<file path="src/hdl/rtpp_pkg.sv">
// rtpp_pkg: shared types and constants of the rtp frame packetizer
// holds beat payload structs, header field struct and config register codes
// no dependencies
package rtpp_pkg;

  // field widths
  localparam int FRAME_LENGTH_BITS = 24;
  localparam int TIME_MS_BITS      = 48;
  localparam int RTP_TS_BITS       = 32;
  localparam int SEQ_BITS          = 16;
  localparam int PAYLOAD_SIZE_BITS = 16;
  localparam int PAYLOAD_TYPE_BITS = 7;
  localparam int SOURCE_ID_BITS    = 32;
  localparam int TICKS_BITS        = 23;

  // header sequencing
  localparam int RTP_HDR_BYTES = 12;
  localparam int HDR_IDX_W     = $clog2(RTP_HDR_BYTES + 1);
  localparam logic [7:0] RTP_VERSION_BYTE = 8'h80;

  // configuration port
  localparam int CFG_INDEX_W = 2;
  localparam int CFG_DATA_W  = 32;
  localparam logic [CFG_INDEX_W-1:0] CFG_MAX_PAYLOAD  = 2'd0;
  localparam logic [CFG_INDEX_W-1:0] CFG_PAYLOAD_TYPE = 2'd1;
  localparam logic [CFG_INDEX_W-1:0] CFG_SOURCE_ID    = 2'd2;
  localparam logic [CFG_INDEX_W-1:0] CFG_TICKS_PER_MS = 2'd3;

  // configuration reset values
  localparam logic [PAYLOAD_SIZE_BITS-1:0] MAX_PAYLOAD_RST  = 16'd1200;
  localparam logic [PAYLOAD_TYPE_BITS-1:0] PAYLOAD_TYPE_RST = 7'd96;
  localparam logic [SOURCE_ID_BITS-1:0]    SOURCE_ID_RST    = 32'd1;
  localparam logic [TICKS_BITS-1:0]        TICKS_PER_MS_RST = 23'd90;

  // input beat
  typedef struct packed {
    logic [7:0]                   data_byte;
    logic                         frame_start;
    logic [FRAME_LENGTH_BITS-1:0] frame_length;
    logic [TIME_MS_BITS-1:0]      time_ms;
  } rtpp_in_t;

  // output beat
  typedef struct packed {
    logic [7:0] out_byte;
    logic       is_header;
    logic       packet_last;
    logic       frame_last;
    logic       item_done;
  } rtpp_out_t;

  // header fields of the packet being emitted
  typedef struct packed {
    logic                         marker;
    logic [PAYLOAD_TYPE_BITS-1:0] payload_type;
    logic [SEQ_BITS-1:0]          seq;
    logic [RTP_TS_BITS-1:0]       rtp_time;
    logic [SOURCE_ID_BITS-1:0]    source_id;
  } rtpp_hdr_t;

endpackage

</file>
<file path="src/hdl/rtpp_hdr_mux.sv">
// rtpp_hdr_mux: selects one byte of the 12-byte big-endian rtp header
// depends on rtpp_pkg for the header field struct and widths
module rtpp_hdr_mux
  import rtpp_pkg::*;
(
  input  logic [HDR_IDX_W-1:0] idx,
  input  rtpp_hdr_t            hdr,
  output logic [7:0]           hdr_byte
);

  // byte select by header position
  always_comb begin
    unique case (idx)
      4'd0:    hdr_byte = RTP_VERSION_BYTE;
      4'd1:    hdr_byte = {hdr.marker, hdr.payload_type};
      4'd2:    hdr_byte = hdr.seq[15:8];
      4'd3:    hdr_byte = hdr.seq[7:0];
      4'd4:    hdr_byte = hdr.rtp_time[31:24];
      4'd5:    hdr_byte = hdr.rtp_time[23:16];
      4'd6:    hdr_byte = hdr.rtp_time[15:8];
      4'd7:    hdr_byte = hdr.rtp_time[7:0];
      4'd8:    hdr_byte = hdr.source_id[31:24];
      4'd9:    hdr_byte = hdr.source_id[23:16];
      4'd10:   hdr_byte = hdr.source_id[15:8];
      4'd11:   hdr_byte = hdr.source_id[7:0];
      default: hdr_byte = 8'h00;
    endcase
  end

endmodule

</file>
<file path="src/hdl/rtp_frame_packetizer.sv">
// rtp_frame_packetizer: top level, cuts a byte stream of frames into rtp packets
// depends on rtpp_pkg and rtpp_hdr_mux
//
// usage:
//   in_*  : one frame byte per beat; the first byte of a frame has frame_start
//           set and also carries frame_length and time_ms (low 32 bits used)
//   out_* : packet stream, one byte per beat; each chunk of at most
//           max_payload_size bytes (1 if zero) follows a 12-byte rtp header
//   cfg_* : write-only registers, written while the block is idle
// throughput: a byte that continues a packet is consumed with its payload beat,
//   so a byte can enter every cycle unless the output stalls; a byte that
//   opens a packet first sends 12 header beats on the single output byte lane
// a byte is registered on entry in the input register and its first result is
//   then registered in the output register
// bytes outside a frame (or of an empty frame) are dropped with no output beat
// reset: synchronous active-low; clears sequence number, frame state and
//   valid flags, loads configuration defaults
// stall: when out_ready is low a shown output beat holds and the block stops
//   advancing but for dropped bytes; in_ready is low while a held byte waits
module rtp_frame_packetizer
  import rtpp_pkg::*;
(
  input  logic                   clk,
  input  logic                   rst_n,
  input  logic                   in_valid,
  output logic                   in_ready,
  input  rtpp_in_t               in_data,
  output logic                   out_valid,
  input  logic                   out_ready,
  output rtpp_out_t              out_data,
  input  logic                   cfg_we,
  input  logic [CFG_INDEX_W-1:0] cfg_index,
  input  logic [CFG_DATA_W-1:0]  cfg_wdata
);

  localparam int CMP_W = (FRAME_LENGTH_BITS > PAYLOAD_SIZE_BITS) ?
                         FRAME_LENGTH_BITS : PAYLOAD_SIZE_BITS;
  localparam logic [HDR_IDX_W-1:0] HDR_LAST_IDX = HDR_IDX_W'(RTP_HDR_BYTES);

  // configuration registers
  logic [PAYLOAD_SIZE_BITS-1:0] max_payload_r;
  logic [PAYLOAD_TYPE_BITS-1:0] payload_type_r;
  logic [SOURCE_ID_BITS-1:0]    source_id_r;
  logic [TICKS_BITS-1:0]        ticks_per_ms_r;

  // input register
  rtpp_in_t               item_r;
  logic                   item_v_r;
  logic [RTP_TS_BITS-1:0] prod_r;

  // frame and packet state
  logic [SEQ_BITS-1:0]          seq_cnt_r, seq_cnt_nxt;
  logic [FRAME_LENGTH_BITS-1:0] frame_offset_r, frame_offset_nxt;
  logic [PAYLOAD_SIZE_BITS-1:0] chunk_left_r, chunk_left_nxt;
  logic [FRAME_LENGTH_BITS-1:0] frame_size_r, frame_size_nxt;
  logic [RTP_TS_BITS-1:0]       rtp_time_r, rtp_time_nxt;
  logic                         in_hdr_r, in_hdr_nxt;
  logic [HDR_IDX_W-1:0]         hdr_idx_r, hdr_idx_nxt;
  logic                         marker_r;
  logic [SEQ_BITS-1:0]          hdr_seq_r;

  // output register
  rtpp_out_t out_r;
  logic      out_v_r;

  logic                         out_free;
  logic                         fresh, start, drop, left_zero;
  logic [FRAME_LENGTH_BITS-1:0] eff_size, eff_off, rest;
  logic [PAYLOAD_SIZE_BITS-1:0] maxp, chunk, left_dec;
  logic                         marker;
  logic                         start_hdr, hdr_go, pay_fresh, pay_after, emit_pay;
  logic                         consume;
  logic [FRAME_LENGTH_BITS-1:0] off_inc;
  logic                         plast, flast;
  logic [HDR_IDX_W-1:0]         mux_idx;
  logic [7:0]                   hdr_byte;
  rtpp_hdr_t                    hdr;
  logic [RTP_TS_BITS-1:0]       prod_in;

  // configuration writes
  always_ff @(posedge clk) begin
    if (!rst_n) begin
      max_payload_r  <= MAX_PAYLOAD_RST;
      payload_type_r <= PAYLOAD_TYPE_RST;
      source_id_r    <= SOURCE_ID_RST;
      ticks_per_ms_r <= TICKS_PER_MS_RST;
    end else if (cfg_we) begin
      unique case (cfg_index)
        CFG_MAX_PAYLOAD:  max_payload_r  <= cfg_wdata[PAYLOAD_SIZE_BITS-1:0];
        CFG_PAYLOAD_TYPE: payload_type_r <= cfg_wdata[PAYLOAD_TYPE_BITS-1:0];
        CFG_SOURCE_ID:    source_id_r    <= cfg_wdata[SOURCE_ID_BITS-1:0];
        CFG_TICKS_PER_MS: ticks_per_ms_r <= cfg_wdata[TICKS_BITS-1:0];
        default: ;
      endcase
    end
  end

  // timestamp scaling on entry, truncated to 32 bits
  assign prod_in = RTP_TS_BITS'(in_data.time_ms[RTP_TS_BITS-1:0] *
                                RTP_TS_BITS'(ticks_per_ms_r));

  // first look at a held byte
  assign out_free  = ~out_v_r | out_ready;
  assign fresh     = item_v_r & ~in_hdr_r;
  assign start     = item_r.frame_start;
  assign eff_size  = start ? item_r.frame_length : frame_size_r;
  assign eff_off   = start ? '0 : frame_offset_r;
  assign left_zero = start | (chunk_left_r == '0);
  assign drop      = fresh & (eff_off >= eff_size);

  // chunk length and marker for a new packet
  assign maxp   = (max_payload_r == '0) ? PAYLOAD_SIZE_BITS'(1) : max_payload_r;
  assign rest   = eff_size - eff_off;
  assign marker = CMP_W'(rest) <= CMP_W'(maxp);
  assign chunk  = marker ? rest[PAYLOAD_SIZE_BITS-1:0] : maxp;

  // beat selection
  assign start_hdr = fresh & ~drop & left_zero & out_free;
  assign pay_fresh = fresh & ~drop & ~left_zero & out_free;
  assign hdr_go    = item_v_r & in_hdr_r & out_free & (hdr_idx_r != HDR_LAST_IDX);
  assign pay_after = item_v_r & in_hdr_r & out_free & (hdr_idx_r == HDR_LAST_IDX);
  assign emit_pay  = pay_fresh | pay_after;
  assign consume   = drop | emit_pay;
  assign in_ready  = ~item_v_r | consume;

  // payload beat flags
  assign left_dec = chunk_left_r - PAYLOAD_SIZE_BITS'(1);
  assign off_inc  = frame_offset_r + FRAME_LENGTH_BITS'(1);
  assign plast    = (left_dec == '0);
  assign flast    = plast & (off_inc >= frame_size_r);

  // header byte lookup
  assign mux_idx          = in_hdr_r ? hdr_idx_r : '0;
  assign hdr.marker       = marker_r;
  assign hdr.payload_type = payload_type_r;
  assign hdr.seq          = hdr_seq_r;
  assign hdr.rtp_time     = rtp_time_r;
  assign hdr.source_id    = source_id_r;

  rtpp_hdr_mux u_hdr_mux (
    .idx      (mux_idx),
    .hdr      (hdr),
    .hdr_byte (hdr_byte)
  );

  // next state of frame and packet tracking
  always_comb begin
    seq_cnt_nxt      = seq_cnt_r;
    frame_offset_nxt = frame_offset_r;
    chunk_left_nxt   = chunk_left_r;
    frame_size_nxt   = frame_size_r;
    rtp_time_nxt     = rtp_time_r;
    in_hdr_nxt       = in_hdr_r;
    hdr_idx_nxt      = hdr_idx_r;
    if (fresh & start & (drop | start_hdr)) begin
      frame_size_nxt   = item_r.frame_length;
      rtp_time_nxt     = prod_r;
      frame_offset_nxt = '0;
      chunk_left_nxt   = '0;
    end
    if (start_hdr) begin
      chunk_left_nxt = chunk;
      seq_cnt_nxt    = seq_cnt_r + SEQ_BITS'(1);
      in_hdr_nxt     = 1'b1;
      hdr_idx_nxt    = HDR_IDX_W'(1);
    end
    if (hdr_go) begin
      hdr_idx_nxt = hdr_idx_r + HDR_IDX_W'(1);
    end
    if (emit_pay) begin
      chunk_left_nxt   = left_dec;
      frame_offset_nxt = off_inc;
      in_hdr_nxt       = 1'b0;
    end
  end

  // control state
  always_ff @(posedge clk) begin
    if (!rst_n) begin
      seq_cnt_r      <= '0;
      frame_offset_r <= '0;
      chunk_left_r   <= '0;
      frame_size_r   <= '0;
      rtp_time_r     <= '0;
      in_hdr_r       <= 1'b0;
      hdr_idx_r      <= '0;
      item_v_r       <= 1'b0;
      out_v_r        <= 1'b0;
    end else begin
      seq_cnt_r      <= seq_cnt_nxt;
      frame_offset_r <= frame_offset_nxt;
      chunk_left_r   <= chunk_left_nxt;
      frame_size_r   <= frame_size_nxt;
      rtp_time_r     <= rtp_time_nxt;
      in_hdr_r       <= in_hdr_nxt;
      hdr_idx_r      <= hdr_idx_nxt;
      if (in_valid & in_ready) begin
        item_v_r <= 1'b1;
      end else if (consume) begin
        item_v_r <= 1'b0;
      end
      if (start_hdr | hdr_go | emit_pay) begin
        out_v_r <= 1'b1;
      end else if (out_ready) begin
        out_v_r <= 1'b0;
      end
    end
  end

  // input beat and packet header capture
  always_ff @(posedge clk) begin
    if (in_valid & in_ready) begin
      item_r <= in_data;
      prod_r <= prod_in;
    end
    if (start_hdr) begin
      marker_r  <= marker;
      hdr_seq_r <= seq_cnt_r;
    end
  end

  // output beat
  always_ff @(posedge clk) begin
    if (start_hdr | hdr_go) begin
      out_r.out_byte    <= hdr_byte;
      out_r.is_header   <= 1'b1;
      out_r.packet_last <= 1'b0;
      out_r.frame_last  <= 1'b0;
      out_r.item_done   <= 1'b0;
    end else if (emit_pay) begin
      out_r.out_byte    <= item_r.data_byte;
      out_r.is_header   <= 1'b0;
      out_r.packet_last <= plast;
      out_r.frame_last  <= flast;
      out_r.item_done   <= 1'b1;
    end
  end

  assign out_valid = out_v_r;
  assign out_data  = out_r;

endmodule

</file>
<file path="config.mk">
export PLATFORM = sky130hd
export DESIGN_NAME = rtp_frame_packetizer
export DESIGN_NICKNAME = d
export VERILOG_FILES = /design/src/hdl/rtpp_pkg.sv /design/src/hdl/rtpp_hdr_mux.sv /design/src/hdl/rtp_frame_packetizer.sv
export SDC_FILE = /design/constraint.sdc
export NUM_CORES = 2
export LEC_CHECK = 0
export ABC_CLOCK_PERIOD_IN_PS = 14300
export CORE_MARGIN = 1
export CORE_UTILIZATION = 50
export DETAILED_ROUTE_END_ITERATION = 7
export DONT_BUFFER_PORTS = 1
export PLACE_DENSITY_LB_ADDON = 0.1
export SYNTH_ARGS = -nofsm -noshare
export SYNTH_HDL_FRONTEND = slang
export SYNTH_SLANG_ARGS = --single-unit
</file>
<file path="constraint.sdc">
create_clock -name clk -period 14.3 [get_ports clk]
set_clock_uncertainty 0.1 [all_clocks]
set_input_delay 0 -clock clk [delete_from_list [all_inputs] [get_ports clk]]
set_output_delay 0 -clock clk [all_outputs]
set_load 0.02 [all_outputs]
</file>
; ---- Word level (Yosys, flattened, before mapping)
; Index checks and enable logic that the tools add are counted.
[word_totals]
wordCells = 113
ff_bits = 291
out_inout_bits = 14
input_bits = 120
[classes]
multipliers = 1
muxes = 19
n_reduce_logical = 16
order_cmp = 3
bitwise = 29
eq_ne = 16
add_sub_neg = 5
[ops]
columns = operator, n
row1 = 24-bit 2-to-1 mux, 4
row2 = 8-bit one-hot mux with 12 select lines, 1
row3 = 16-bit 2-to-1 mux, 5
row4 = 24-bit greater-or-equal comparator, 2
row5 = 16-bit zero test, 3
row6 = 32-bit by 23-bit multiplier with 32-bit output, 1
row7 = "24-bit by 1-bit adder with 24-bit output, second input constant", 1
row8 = 24-bit by 16-bit less-or-equal comparator with 1-bit output, 1
row9 = 12-bit 2-to-1 mux, 2
row10 = 24-bit subtractor, 1
row11 = "4-bit equality test, second input constant", 5
row12 = "16-bit by 1-bit adder with 16-bit output, second input constant", 1
row13 = "4-bit by 3-bit equality test with 1-bit output, second input constant", 4
row14 = "16-bit by 1-bit subtractor with 16-bit output, second input constant", 1
row15 = 1-bit bitwise AND, 15
row16 = 4-bit 2-to-1 mux, 3
row17 = 2-bit nonzero test, 5
row18 = "4-bit by 2-bit equality test with 1-bit output, second input constant", 2
row19 = 1-bit bitwise OR, 8
row20 = 2-bit AND reduction, 4
row21 = 1-bit NOT, 6
row22 = "4-bit by 1-bit adder with 4-bit output, second input constant", 1
row23 = "2-bit equality test, second input constant", 2
row24 = "4-bit by 1-bit equality test with 1-bit output, second input constant", 1
row25 = 7 further kinds, 10

; ---- Depth between registers and ports, before layout
[logic_depth]
word_depth = 12
depth_mapped = 27
ltp_nobuf = 26

; ---- Hierarchy
; Synthesis repeated with hierarchy kept, for this count alone.
[hier_totals]
cells_unflattened = 3320
area_unflattened_um2 = 29009.1
[by_module_without_submodules]
columns = module, area_per_inst_um2, cells_each, n_inst, seq_area_each_um2
row1 = rtp_frame_packetizer, 28139.5, 3206, 1, 6726.5
row2 = rtpp_hdr_mux, 869.6, 114, 1, 0.0

; ---- Worst setup path after synthesis
; Ideal clock, no wire load.
[synth_path]
path_type = reg-to-reg
start = reg ticks_per_ms_r[3]
end = reg prod_r[29] (data pin)
required_ns = 13.941
synth_period_minus_slack_ns = 6.589
setup_ns = 0.259
t_arrival_ns = 6.231
path_buffers = 2
stages_incl_launch_ff = 24
path_slack_ns = 7.711
cell_sequence = dfxtp_1 > clkbuf_1 > clkbuf_1 > nand2_1 > fa_1 > fa_1 > fa_1 > inv_1 > fa_1 > inv_1 > fa_1 > fa_1 > fa_1 > inv_1 > ha_1 > a21oi_1 > o21bai_1 > a21oi_1 > o21bai_1 > a221oi_2 > a211oi_1 > or2_2 > a21oi_1 > xnor2_1
[synth_between]
elab_chain_len = 1
[synth_lines]
columns = item, line
row1 = "start, declared", rtp_frame_packetizer.sv:44  ; logic [TICKS_BITS-1:0] ticks_per_ms_r;
row2 = "start signal, assigned", rtp_frame_packetizer.sv:92  ; CFG_TICKS_PER_MS: ticks_per_ms_r <= cfg_wdata[TICKS_BITS-1:0];
row3 = 32-bit by 23-bit multiplier with 32-bit output, rtp_frame_packetizer.sv:99  ; assign prod_in = RTP_TS_BITS'(in_data.time_ms[RTP_TS_BITS-1:0] *
row4 = via prod_in[29], rtp_frame_packetizer.sv:78  ; logic [RTP_TS_BITS-1:0] prod_in;
row5 = "end signal, assigned", rtp_frame_packetizer.sv:214  ; prod_r <= prod_in;
row6 = "end, declared", rtp_frame_packetizer.sv:49  ; logic [RTP_TS_BITS-1:0] prod_r;
; The timed path passes the listed nets, and every way through them passes these cells.
; A chain may end at the register's enable or synchronous reset.

; ---- Worst setup path in the final report
[layout_path]
start = reg ticks_per_ms_r[2]
end = reg prod_r[29] (data pin)
; Same word-level chain as after synthesis.

==> results.md <==
* Vias in the first global route at ~23,000
* Drt total wl at about 80,000 um
* Slowest-stage cell, CP: fa_1
* Clk pin slew, worst setup/hold paths at about 0.070 ns
* Routed via count at between 20,000 and 25,000
* Post-synth top flop: dfxtp_1
* Sequential cell area at 6730 um2
* Clk buf depth at 3
* Fill count at 5,125
* P_leak at 13.4 nW
* Crit Path Class: reg2reg
* CTS Buf Count at 29
* Beginning of the worst register-to-register path: ticks_per_ms_r[2]
* Max Cap Viol at 0
* RSZ-0062 raised after global routing: false
* GRT overflow at 0
* Status: finished clean
* Peak supply drop at about 0.11 mV
* CP arrival at 7.34 ns
* Antenna violations before repair at 1
* Post-Syn Instances at 3,211
* Antenna Nets Post-Route at 0
* Footprint of the multi-input gates at between 15,000 and 20,000 um2
* Mapped Nets at between 3,000 and 4,000
* H-tree levels at 1
* Total track usage at 0.285
* PostCTS Resize Cnt at 0
* Critical Path RT at 14.52 ns
* GP Congestion at a little under 0.9
* Residual DRC count at 0
* Fin nets at 3,888
* Most frequent cell on the critical path: fa_1
* NetSw at between 1.5 and 2 mW
* Die ar. at roughly 58,000 um2
* Die W at between 200 and 250 um
* Worst-skew pair later-pin latency at slightly below 0.6 ns
* Reg2reg path depth at 21
* Min Tclk post-route at about 7 ns
* Final Core Density at 0.559
* Measured slew at the worst slew-check pin at ~1.3 ns
* CP Capture Type: flop
* Drt first pass iters at 5
* Setup TNS at 0 ns
* Final hold viol count at 0
* Syn avg cell area at between 8 and 9 um2
* Slew headroom at 0.154
* Setup crit end: prod_r[29]
* Synthesized area at around 28,000 um2
* Max Fclk at about 0.14 GHz
* First-iteration detailed-routing DRC count at 1,507
* Final setup fails at 0
* Layout area overhead at 9.46%
* Crit path max fanout at 31
* Startpoint types: flop
* Combinational share of power at 0.575
* Internal Pwr Total at between 2 and 3 mW
* Start point of the critical path: ticks_per_ms_r[2]
* CTS root buffer: clkbuf_16
* First-pass GRT wire length at approximately 130,000 um
* WL/cell at 20.0 um
* Number of enable flip-flop cells after synthesis at 90
* Synthesis Warnings at 0
* Core Region at between 50,000 and 60,000 um2
* Largest net degree at the start of global routing at 102
* Switching Share at 0.428
* Clock network fraction of design power at 0.165
* Critical path's largest stage delay at between 0.5 and 0.6 ns
* Final period util at 0.498
* Die Ht at around 240 um
* Flop pwr share at 0.260
* Dpl hpwl at roughly 57,000 um
* R2r endpoint: prod_r[29]
* Rows at 86
* Clock sink total at between 200 and 300
* Yosys cell types at between 80 and 90
* CTS tree: built
* Min-delay worst type: in2reg
* Sequential-to-total area share from yosys stat at 0.237
* FF+latch count, synth at ~290
* # IOs at 134
* Initial Utilization at 0.510
* Port Buf Inserts at 0
* Async SR Flop Fraction at 0
* Crit-path cells: buf_4, nand2_1, fa_1, fa_1, fa_1, inv_1, ha_1, inv_1, fa_1, inv_1, fa_1, fa_1, ha_1, a21o_1, a211oi_1, a31oi_1, a221oi_2, a211oi_1, or2_2, a21oi_1, xnor2_1
* Slew Viols, Final at 0
* PD cells at between 100 and 150 nW/um2
* Vias per std cell at between 5 and 6
* Reg-to-reg setup timing slack at about 7 ns
* Ratio of cells with drive above 1 in the final layout at 0.0329
cells in the final DEF (no fill, tap or decap), types with 26 or more instances in the layout:
cell           Yosys  final
a21o_1            34     34
a21oi_1          207    206
a22oi_1           29     29
and2_1           209    209
buf_4              0     29
clkbuf_16          0     29
dfxtp_1          201    200
dlygate4sd3_1      0    120
edfxtp_1          90     90
fa_1             382    382
ha_1             161    161
inv_1            462    462
nand2_1          618    618
nand2b_1          34     34
nand3_1           35     35
nand4_1           26     26
nor2_1           113    112
o21ai_0           64     64
xnor2_1           91     91
xor2_1            27     27
synth_stat cells, types with 35 or more instances:
cell type,instances,area share
and2_1,209,0.046
nand2_1,618,0.082
xnor2_1,91,0.028
o21ai_0,64,0.011
clkbuf_1,148,0.020
inv_1,462,0.061
fa_1,382,0.27
dfxtp_1,201,0.14
ha_1,161,0.071
nand3_1,35,0.0062
nor2_1,113,0.015
a21oi_1,207,0.037
edfxtp_1,90,0.095
cell families (layout without fill, tap and decap cells):
group,count (synthesis),after routing,synth area share
buf+inv,629,666,0.0842
compound gates,485,485,0.110
mux,11,11,0.00393
xor+xnor,119,119,0.0370
fa+ha+maj,543,543,0.341
flops,291,291,0.237
simple gates,1133,1133,0.186
other cells,0,2,0
how the worst min path moves through the flow:
stage                        startpoint                end  slack (ns)  depth (start not counted)
final                     cfg_wdata[24]    source_id_r[24]        0.01                          3
after floorplan             in_data[48]         item_r[48]      -0.001                          0
after global placement            rst_n  payload_type_r[6]       -0.03                          1
after CTS                 cfg_wdata[25]    source_id_r[25]     0.00002                          3
after detailed placement          rst_n  payload_type_r[6]       -0.02                          1
after global routing      cfg_wdata[24]    source_id_r[24]        0.02                          3
sequential cells by signal, indices dropped and copies added, names as in the netlist, 4 cells and up:
register	count
frame_size_r	24
payload_type_r	7
frame_offset_r	24
out_data	12
hdr_seq_r	16
rtp_time_r	32
max_payload_r	16
hdr_idx_r	4
ticks_per_ms_r	23
prod_r	32
item_r	32
seq_cnt_r	16
source_id_r	32
chunk_left_r	16
stage by stage:
| step | cell area, um2 | cells | hold slack, ns | total power [mW] | setup slack (ns) |
|---|---|---|---|---|---|
| floorplan | 28300 | 3211 | -0.00113 | 3.20 | 7.71 |
| global placement | 28900 | 3822 | -0.0294 | 3.76 | 7.28 |
| detailed placement | 28900 | 3822 | -0.0225 | 3.80 | 7.22 |
| CTS | 31000 | 3996 | 0.0000152 | 4.60 | 7.21 |
| global route | 31000 | 3997 | 0.0215 | 5.00 | 6.85 |
| finish | 31000 | 3998 | 0.0103 | 4.58 | 7.17 |
layout make-up:
| class | instances | share of cell area |
|---|---|---|
| diodes | 2 | 0.000161 |
| clock buffers | 46 | 0.0272 |
| clock inverters | 8 | 0.00274 |
| inverters | 463 | 0.0562 |
| multi-input cells | 2291 | 0.621 |
| flip-flops and latches | 291 | 0.217 |
| well taps | 748 | 0.0302 |
| repair buffers | 149 | 0.0457 |
critical path: cells and delay by family, from the launching register on:
| kind | cells | cell delay, ns |
|---|---|---|
| fa+ha+maj | 8 | 3.41 |
| compound gates | 6 | 1.84 |
| buf+inv | 4 | 0.60 |
| simple gates | 2 | 0.51 |
| flops | 1 | 0.31 |
| xor+xnor | 1 | 0.08 |
routing by layer:
metal / global-route usage / vias up / wire, um
met2: 0.513 / 658 / 40400
met5: 0 / - / 0
li1: - / 10200 / -
met4: 0.0863 / 0 / 2360
met3: 0.0230 / 150 / 3930
met1: 0.363 / 11200 / 33400
power by group through the flow:
stage               logic (mW)  registers, mW  clock network, mW
floorplan                 2.04           1.16                  0
global placement          2.55           1.20                  0
detailed placement        2.60           1.20                  0
CTS                       2.64           1.19              0.771
global route              2.99           1.20              0.801
finish                    2.64           1.19              0.757
repair_timing:
action,4_1_cts,5_1_grt
setup buffers,0,0
hold endpoints to repair,203,0
setup endpoints to repair,0,0
hold buffers,120,0
No activity file was read; power rests on OpenSTA's default activity.
